File: config.mk
export PLATFORM = sky130hd
export DESIGN_NAME = issue_to_completion_latency_matcher_unit_flat
export DESIGN_NICKNAME = d
export VERILOG_FILES = /design/src/hdl/lmat_pkg.sv /design/src/hdl/lmat_in_if.sv /design/src/hdl/lmat_out_if.sv /design/src/hdl/issue_to_completion_latency_matcher_unit.sv /design/src/flat_wrapper.sv
export SDC_FILE = /design/constraint.sdc
export NUM_CORES = 2
export LEC_CHECK = 0
export ABC_CLOCK_PERIOD_IN_PS = 7960
export BUFFER_PORTS_ARGS = -buffer_cell sky130_fd_sc_hd__buf_2
export CAP_MARGIN = 20
export CORE_MARGIN = 10
export CORE_UTILIZATION = 60
export DETAILED_ROUTE_END_ITERATION = 8
export GPL_ROUTABILITY_DRIVEN = 0
export PLACE_DENSITY = 0.76
export SLEW_MARGIN = 15
export SYNTH_ARGS = -nofsm -noshare
export SYNTH_HDL_FRONTEND = slang
export SYNTH_SLANG_ARGS = --single-unit
File: constraint.sdc
create_clock -name i_clk -period 7.96 [get_ports i_clk]
set_clock_uncertainty 0.15 [all_clocks]
set_input_delay 0.398 -clock i_clk [delete_from_list [all_inputs] [get_ports i_clk]]
set_output_delay 0.398 -clock i_clk [all_outputs]
set_load 0.03 [all_outputs]
File: src/hdl/lmat_pkg.sv
`timescale 1ns / 1ps

package lmat_pkg;

    localparam int MAX_RESULTS = 64;
    localparam int CNT_W       = $clog2(MAX_RESULTS + 1);
    localparam int TS_W        = 48;
    localparam int LEVEL_W     = 10;
    localparam int CODE_W      = 16;
    localparam int LAT_W       = 49;
    localparam int IV_W        = 16;
    localparam logic [IV_W-1:0] IV_RESET = 16'd64;

    typedef enum logic [1:0] {
        CMD_ISSUE  = 2'd0,
        CMD_SAMPLE = 2'd1,
        CMD_END    = 2'd2
    } t_cmd;

    typedef enum logic [1:0] {
        S_IDLE,
        S_DELTA,
        S_CALC,
        S_READ
    } t_state;

    typedef struct packed {
        logic [1:0]         command;
        logic [TS_W-1:0]    timestamp;
        logic [LEVEL_W-1:0] level_count;
        logic [CODE_W-1:0]  code_index;
    } t_in_beat;

    typedef struct packed {
        logic [LAT_W-1:0]  latency_half;
        logic [CODE_W-1:0] done_code_index;
        logic              last;
        logic              overflow;
    } t_out_beat;

    typedef struct packed {
        logic [TS_W-1:0]   qtime;
        logic [CODE_W-1:0] qcode;
    } t_qentry;

endpackage

File: src/hdl/lmat_in_if.sv
`timescale 1ns / 1ps

interface lmat_in_if import lmat_pkg::*; ();
    logic     valid;
    logic     ready;
    t_in_beat data;

    modport source (output valid, output data, input ready);
    modport sink   (input valid, input data, output ready);
endinterface

File: src/hdl/lmat_out_if.sv
`timescale 1ns / 1ps

interface lmat_out_if import lmat_pkg::*; ();
    logic      valid;
    logic      ready;
    t_out_beat data;

    modport source (output valid, output data, input ready);
    modport sink   (input valid, input data, output ready);
endinterface

File: src/hdl/issue_to_completion_latency_matcher_unit.sv
`timescale 1ns / 1ps

// Issue-to-completion latency matcher. Issue beats push {time, code} into a
// QUEUE_DEPTH-entry FIFO held in a synchronous RAM; a sample beat pops the
// oldest entries while more are outstanding than the sampled level, at most
// 64 per sample, and emits one latency estimate (half time units) per pop,
// with last set on the final one. After an end-of-issues beat, samples drop
// the excess entries at once and emit nothing. Each emitting pop passes
// through S_DELTA for the delta subtract and S_CALC for the latency
// correction, where it waits out any output stall, and every pop but the
// last also passes through S_READ to re-read the RAM at the new head. The
// input is held off until the last result of a sample is loaded.
// The output register lets the input accept the next beat while the last
// result of a sample is still waiting. A full FIFO drops the issue and sets
// the sticky overflow flag reported with every result.
module issue_to_completion_latency_matcher_unit import lmat_pkg::*; #(
    parameter int QUEUE_DEPTH = 64
) (
    input  logic              i_clk,
    input  logic              i_rst_n,
    lmat_in_if.sink           i_in,
    lmat_out_if.source        o_out,
    input  logic              i_cfg_we,
    input  logic [IV_W-1:0]   i_cfg_wdata
);

    localparam int PW = (QUEUE_DEPTH > 1) ? $clog2(QUEUE_DEPTH) : 1;
    localparam int OW = $clog2(QUEUE_DEPTH + 1);
    localparam int CW = (OW > LEVEL_W) ? OW : LEVEL_W;
    localparam int SW = OW + 1;
    localparam logic [PW-1:0] HEAD_LAST = PW'(QUEUE_DEPTH - 1);
    localparam logic [OW-1:0] DEPTH_C   = OW'(QUEUE_DEPTH);
    localparam logic [SW-1:0] DEPTH_S   = SW'(QUEUE_DEPTH);

    t_qentry r_mem [QUEUE_DEPTH];
    t_qentry r_rd;

    t_state r_state, n_state;

    logic [PW-1:0]      r_head, r_tail;
    logic [OW-1:0]      r_outst;
    logic               r_closed, r_ovf;
    logic [IV_W-1:0]    r_iv;
    logic [TS_W-1:0]    r_ts;
    logic [LEVEL_W-1:0] r_level;
    logic [CNT_W-1:0]   r_cnt;
    logic [TS_W-1:0]    r_delta;
    logic [CODE_W-1:0]  r_code;
    logic               r_last;
    logic               r_ovalid;
    t_out_beat          r_obeat;

    logic               in_fire, in_ready, out_load;
    logic               pop_needed, still_needed;
    logic [CW-1:0]      outst_ext, level_ext, outst_dec_ext, drop_n;
    logic [SW-1:0]      head_sum;
    logic [PW-1:0]      head_skip;
    logic [LAT_W-1:0]   lat;
    logic [LAT_W-1:0]   delta2;

    assign in_fire = i_in.valid && in_ready;

    assign outst_ext     = CW'(r_outst);
    assign level_ext     = CW'(i_in.data.level_count);
    assign pop_needed    = outst_ext > level_ext;
    assign drop_n        = outst_ext - level_ext;
    assign head_sum      = SW'(r_head) + SW'(drop_n[OW-1:0]);
    assign head_skip     = (head_sum >= DEPTH_S) ? PW'(head_sum - DEPTH_S) : PW'(head_sum);
    assign outst_dec_ext = CW'(r_outst - OW'(1));
    assign still_needed  = outst_dec_ext > CW'(r_level);

    // 2*delta - interval only when delta exceeds interval, so no wrap in 49 bits
    assign delta2 = {r_delta, 1'b0};
    assign lat    = (r_delta > TS_W'(r_iv)) ? delta2 - LAT_W'(r_iv) : LAT_W'(r_delta);

    always_comb begin
        n_state = r_state;
        unique case (r_state)
            S_IDLE: begin
                if (in_fire && i_in.data.command == CMD_SAMPLE && !r_closed && pop_needed)
                    n_state = S_DELTA;
            end
            S_DELTA: n_state = S_CALC;
            S_CALC: begin
                if (out_load)
                    n_state = r_last ? S_IDLE : S_READ;
            end
            S_READ: n_state = S_DELTA;
            default: n_state = S_IDLE;
        endcase
    end

    always_comb begin
        in_ready = 1'b0;
        out_load = 1'b0;
        unique case (r_state)
            S_IDLE: in_ready = 1'b1;
            S_CALC: out_load = !r_ovalid || o_out.ready;
            S_DELTA, S_READ: ;
            default: ;
        endcase
    end

    always_ff @(posedge i_clk) begin
        r_rd <= r_mem[r_head];
        if (in_fire && i_in.data.command == CMD_ISSUE && !r_closed && r_outst < DEPTH_C)
            r_mem[r_tail] <= '{qtime: i_in.data.timestamp, qcode: i_in.data.code_index};
    end

    always_ff @(posedge i_clk) begin
        if (!i_rst_n) begin
            r_state  <= S_IDLE;
            r_head   <= '0;
            r_tail   <= '0;
            r_outst  <= '0;
            r_closed <= 1'b0;
            r_ovf    <= 1'b0;
            r_iv     <= IV_RESET;
            r_ovalid <= 1'b0;
            r_cnt    <= '0;
        end else begin
            r_state <= n_state;
            if (i_cfg_we)
                r_iv <= i_cfg_wdata;

            if (out_load)
                r_ovalid <= 1'b1;
            else if (r_ovalid && o_out.ready)
                r_ovalid <= 1'b0;

            if (in_fire) begin
                priority if (i_in.data.command == CMD_ISSUE) begin
                    if (!r_closed) begin
                        if (r_outst >= DEPTH_C) begin
                            r_ovf <= 1'b1;
                        end else begin
                            r_tail  <= (r_tail == HEAD_LAST) ? '0 : r_tail + PW'(1);
                            r_outst <= r_outst + OW'(1);
                        end
                    end
                end else if (i_in.data.command == CMD_SAMPLE) begin
                    r_ts    <= i_in.data.timestamp;
                    r_level <= i_in.data.level_count;
                    r_cnt   <= '0;
                    // closed: drop the excess at once, nothing is emitted
                    if (r_closed && pop_needed) begin
                        r_head  <= head_skip;
                        r_outst <= r_outst - drop_n[OW-1:0];
                    end
                end else if (i_in.data.command == CMD_END) begin
                    r_closed <= 1'b1;
                end else begin
                end
            end

            if (r_state == S_DELTA) begin
                r_delta <= (r_ts >= r_rd.qtime) ? r_ts - r_rd.qtime : '0;
                r_code  <= r_rd.qcode;
                r_last  <= !still_needed || (r_cnt == CNT_W'(MAX_RESULTS - 1));
                r_cnt   <= r_cnt + CNT_W'(1);
                r_head  <= (r_head == HEAD_LAST) ? '0 : r_head + PW'(1);
                r_outst <= r_outst - OW'(1);
            end

            if (out_load) begin
                r_obeat  <= '{latency_half: lat, done_code_index: r_code,
                              last: r_last, overflow: r_ovf};
            end
        end
    end

    assign i_in.ready  = in_ready;
    assign o_out.valid = r_ovalid;
    assign o_out.data  = r_obeat;

endmodule
File: src/flat_wrapper.sv
// flat-port wrapper written by rule: the top's interface ports become plain ports
module issue_to_completion_latency_matcher_unit_flat import lmat_pkg::*;
#(
    parameter int QUEUE_DEPTH = 64
)
  (i_clk, i_rst_n, i_cfg_we, i_cfg_wdata, i_in_valid, i_in_data, i_in_ready, o_out_valid, o_out_data, o_out_ready);
  lmat_in_if i_in_i ();
  lmat_out_if o_out_i ();
  input  logic i_clk;
  input  logic i_rst_n;
  input  logic i_cfg_we;
  input  logic [IV_W-1:0] i_cfg_wdata;
  input wire logic [$bits(i_in_i.valid)-1:0] i_in_valid;
  input wire logic [$bits(i_in_i.data)-1:0] i_in_data;
  output wire logic [$bits(i_in_i.ready)-1:0] i_in_ready;
  output wire logic [$bits(o_out_i.valid)-1:0] o_out_valid;
  output wire logic [$bits(o_out_i.data)-1:0] o_out_data;
  input wire logic [$bits(o_out_i.ready)-1:0] o_out_ready;
  assign i_in_i.valid = i_in_valid;
  assign i_in_i.data = i_in_data;
  assign i_in_ready = i_in_i.ready;
  assign o_out_valid = o_out_i.valid;
  assign o_out_data = o_out_i.data;
  assign o_out_i.ready = o_out_ready;
  issue_to_completion_latency_matcher_unit #(.QUEUE_DEPTH(QUEUE_DEPTH)) u_core (.i_clk(i_clk), .i_rst_n(i_rst_n), .i_in(i_in_i), .o_out(o_out_i), .i_cfg_we(i_cfg_we), .i_cfg_wdata(i_cfg_wdata));
endmodule
==> reports/metrics.cfg <==
[yosys]
synth_cell_types=82
async_flop_share_pct=0
postSynthCellCount=7303
synth-main-ff-cell=sky130_fd_sc_hd__edfxtp_1
ys_top_cells_by_count=4286 x sky130_fd_sc_hd__edfxtp_1, 1344 x sky130_fd_sc_hd__mux4_2, 238 x sky130_fd_sc_hd__clkbuf_1
ys_seq_area_share_pct=76.9
area_fraction_of_the_dominant_cell_type_after_synthesis_pct=75.6
synth_edf_count=4286
synthesis.nets=7521
synth-warning-count=0
ys_seq_elements=4397
synth_top_area_cell=sky130_fd_sc_hd__edfxtp_1
synth.area.top_cells=sky130_fd_sc_hd__edfxtp_1 76%, sky130_fd_sc_hd__mux4_2 18%, sky130_fd_sc_hd__dfxtp_1 1.3%, sky130_fd_sc_hd__ha_1 0.85%, sky130_fd_sc_hd__clkbuf_1 0.52%
syn-mean-instance-area_um2=23.3
post_synth_instance_area_um2=170000
yosys.cell_count.top_type=sky130_fd_sc_hd__edfxtp_1

[floorplan]
boundaryPins=166
floorplan.die.width_um=553
design.core.area_um2=282000
fp-row-count=195
start_util_pct=60.3
floorplan.die_area_um2=306000
dieHeight_um=553

[global_routing]
largest_net_degree_at_the_start_of_global_routing=138
grt_pass1_wl_um=671000
grt_pass1_vias=87000
antenna_found_initial=49
grt_remaining_overflow=0
globalRouteTotalUtil_pct=30.8

[clock_tree]
clk_latency_ps=1000
clock-sinks=4397
tritoncts=yes
cts_max_level=5
clkTransAtPathRegs_ps=60
cts_resized=0
cts_root_buffer=sky130_fd_sc_hd__clkbuf_16
cts_buffer_depth=4
tritoncts.num_buffers=425

[routing]
ant_nets=0
detailedRoute.firstPassIterationCount=8
drc=0
dr_total_vias=85900
finalWirelength_um=476000
drt_iter0_drc=14300
routed_wire_length_per_instance_um=39.6
vias_per_cell=7.15

[critical_path]
path_cells=inv_1, ha_1, and4_1, a221o_1, o211ai_1, a21oi_1, o311ai_0, nand3_1, a41oi_1, mux2_2
setup.worst_path.class=flip-flop to flip-flop
critical_path.startpoint_type=flip-flop
timing.critical_path.to_type=flip-flop
cp_data_arrival_time_ps=5170
crit_required_ps=8540
worst-path-max-fanout=5
cp_peak_stage_delay_ps=810
timing.rr.end=u_core.r_delta[43]$_SDFFCE_PN0P_
crit_path_top_delay_cell=sky130_fd_sc_hd__o311ai_0
worst-r2r-cell-count=10
rr_startpoint=u_core.r_rd[21]$_DFF_P_
ff2ff_setup_slack_ps=3370

[timing]
final_setup_violation_count=0
final.setup.worst_slack_ps=3370
timing.fmax_mhz=218
slew_limit_fails=0
finalSetupTns_ps=0
final_hold_viol_count=0
worst_slew_margin_pct=24.2
min_period_over_period_pct=57.7
slew_at_the_pin_with_the_worst_max_slew_slack_ps=1130
period_needed_ps=4590
grt_setup_unrepaired=no

[placed_design]
dp.cells=11100
io_buffer_count=165
dpl.hpwl_um=234000
placedInstanceArea_um2=177000
preCtsSetupSlack_ps=3360

[cells_and_area]
fraction_of_final_layout_cells_sized_beyond_drive_strength_1_pct=29.9
layout.cells.non_filler=12000
p_r_area_growth_vs_syn_pct=13.0
final_net_count=8117
finalInstanceArea_um2=192000

[power_and_ir_drop]
design_power_total_mw=53.7
clockPowerShare_pct=37.9
pwr-share-seq_pct=48.7
power_switching_share_pct=25.1
power.share.combinational_pct=13.4
power_report.internal_total_mw=40.2
vdd_ir_drop_max_mv=0.222
p_per_area_nw_per_um2=279
power_switching_mw=13.5
static-leakage-power_nw=59.7

[min_path]
worstHoldStart=i_in_data[37]
min_to=u_core.r_mem[55][27]$_DFFE_PP_
hold_crit_class=input port to flip-flop
min_delay_path_depth=2

[flow_run]
drv.max_cap_violation_count=0

[run_status]
status=complete, no violations

-- metrics by stage --
stage	util [%]	hold WS [ps]
finish	68.2	21.9
floorplan	-	236
global placement	62.7	249
global route	68.2	42.7
detailed placement	62.7	248
CTS	68.0	1.04
-- area by class of cell --
cell class	instances	area (um^2)
timing repair buffer	515	4240
fill	15800	89800
clock buffer	566	11600
clock inverter	224	2400
tap	3743	4680
multi-input combinational	2444	38100
antenna	11	27.5
inverter	116	448
sequential	4397	131000
-- critical path: cells and delay by family (launching register included) --
| kind | cells | cell delay (ps) |
|---|---|---|
| buffers and inverters | 1 | 110 |
| AOI/OAI and AO/OA | 5 | 2110 |
| DFF | 1 | 740 |
| muxes | 1 | 360 |
| and+or+nand+nor | 2 | 540 |
| adders and majority gates | 1 | 390 |
-- flip-flops by register name, summed over array words and instances (netlist names), 2 cells and up --
signal / flops
u_core.r_mem: 4096
u_core.r_tail: 6
u_core.r_delta: 48
u_core.r_head: 6
u_core.r_code: 16
u_core.r_state: 2
u_core.r_cnt: 7
u_core.o_out.data: 67
u_core.r_rd: 64
u_core.r_outst: 7
u_core.r_level: 10
u_core.r_iv: 16
u_core.r_ts: 48
-- cell families after synthesis --
logic type / share of synthesized area, %
buffers and inverters: 1.03
AND/OR/NAND/NOR: 1.55
AO/OA/AOI/OAI: 1.15
multiplexers: 18.0
adder cells (fa/ha/maj): 0.911
XOR/XNOR: 0.499
flip-flops: 76.9
-- placed cells by master, fill, tap and decap left out, types with 13 or more instances in the layout --
cell	n
sky130_fd_sc_hd__nor2_1	145
sky130_fd_sc_hd__buf_4	214
sky130_fd_sc_hd__nor3_1	33
sky130_fd_sc_hd__clkinvlp_4	17
sky130_fd_sc_hd__clkbuf_8	36
sky130_fd_sc_hd__mux2_2	13
sky130_fd_sc_hd__xnor2_1	43
sky130_fd_sc_hd__o21a_1	21
sky130_fd_sc_hd__clkinv_2	68
sky130_fd_sc_hd__mux2i_1	21
sky130_fd_sc_hd__bufinv_16	36
sky130_fd_sc_hd__dlygate4sd3_1	121
sky130_fd_sc_hd__dfxtp_1	107
sky130_fd_sc_hd__nand2_1	109
sky130_fd_sc_hd__edfxtp_1	4286
sky130_fd_sc_hd__buf_12	32
sky130_fd_sc_hd__nand2b_1	16
sky130_fd_sc_hd__o21ai_0	68
sky130_fd_sc_hd__ha_1	116
sky130_fd_sc_hd__buf_2	146
sky130_fd_sc_hd__clkbuf_16	428
sky130_fd_sc_hd__inv_1	113
sky130_fd_sc_hd__nand4_1	16
sky130_fd_sc_hd__nor2b_1	33
sky130_fd_sc_hd__a21o_1	36
sky130_fd_sc_hd__mux4_2	1344
sky130_fd_sc_hd__nor2_4	64
sky130_fd_sc_hd__a21oi_1	91
sky130_fd_sc_hd__xor2_1	49
sky130_fd_sc_hd__clkbuf_1	102
sky130_fd_sc_hd__o21bai_1	13
sky130_fd_sc_hd__nand3_1	37
sky130_fd_sc_hd__clkinv_1	73
-- timing repair --
action / in CTS / in global routing
setup buffers: 0 / 0
hold endpoints to repair: 1153 / 1354
hold buffers: 99 / 22
-- worst max-delay path by stage --
stage	from	to	slack (ps)	cells after the start
global placement	i_in_data[74]	u_core.r_mem[63][5]$_DFFE_PP_	3420	8
detailed placement	i_in_data[74]	u_core.r_mem[63][1]$_DFFE_PP_	3360	8
finish	u_core.r_rd[21]$_DFF_P_	u_core.r_delta[43]$_SDFFCE_PN0P_	3370	10
floorplan	i_in_data[74]	u_core.r_mem[40][0]$_DFFE_PP_	1080	6
CTS	u_core.r_state[0]$_SDFFE_PN0P_	u_core.r_mem[63][10]$_DFFE_PP_	3510	9
global route	u_core.r_rd[23]$_DFF_P_	u_core.r_delta[43]$_SDFFCE_PN0P_	3230	11
-- layer usage --
metal	routed length [um]	global-route usage (%)
met5	705	0
met4	26000	13.8
met3	63400	8.94
met2	228000	48.4
met1	158000	40.7
-- power groups by stage --
stage                     registers [mW]  logic [mW]  clock network, mW
after detailed placement            26.6        6.88                  0
final                               26.2        7.19               20.4
after CTS                           26.1        7.07               20.5
after global routing                26.1        7.56               21.3
after floorplan                     26.3        4.62                  0
after global placement              26.6        6.75                  0
Power figures use the tool's default switching activity.
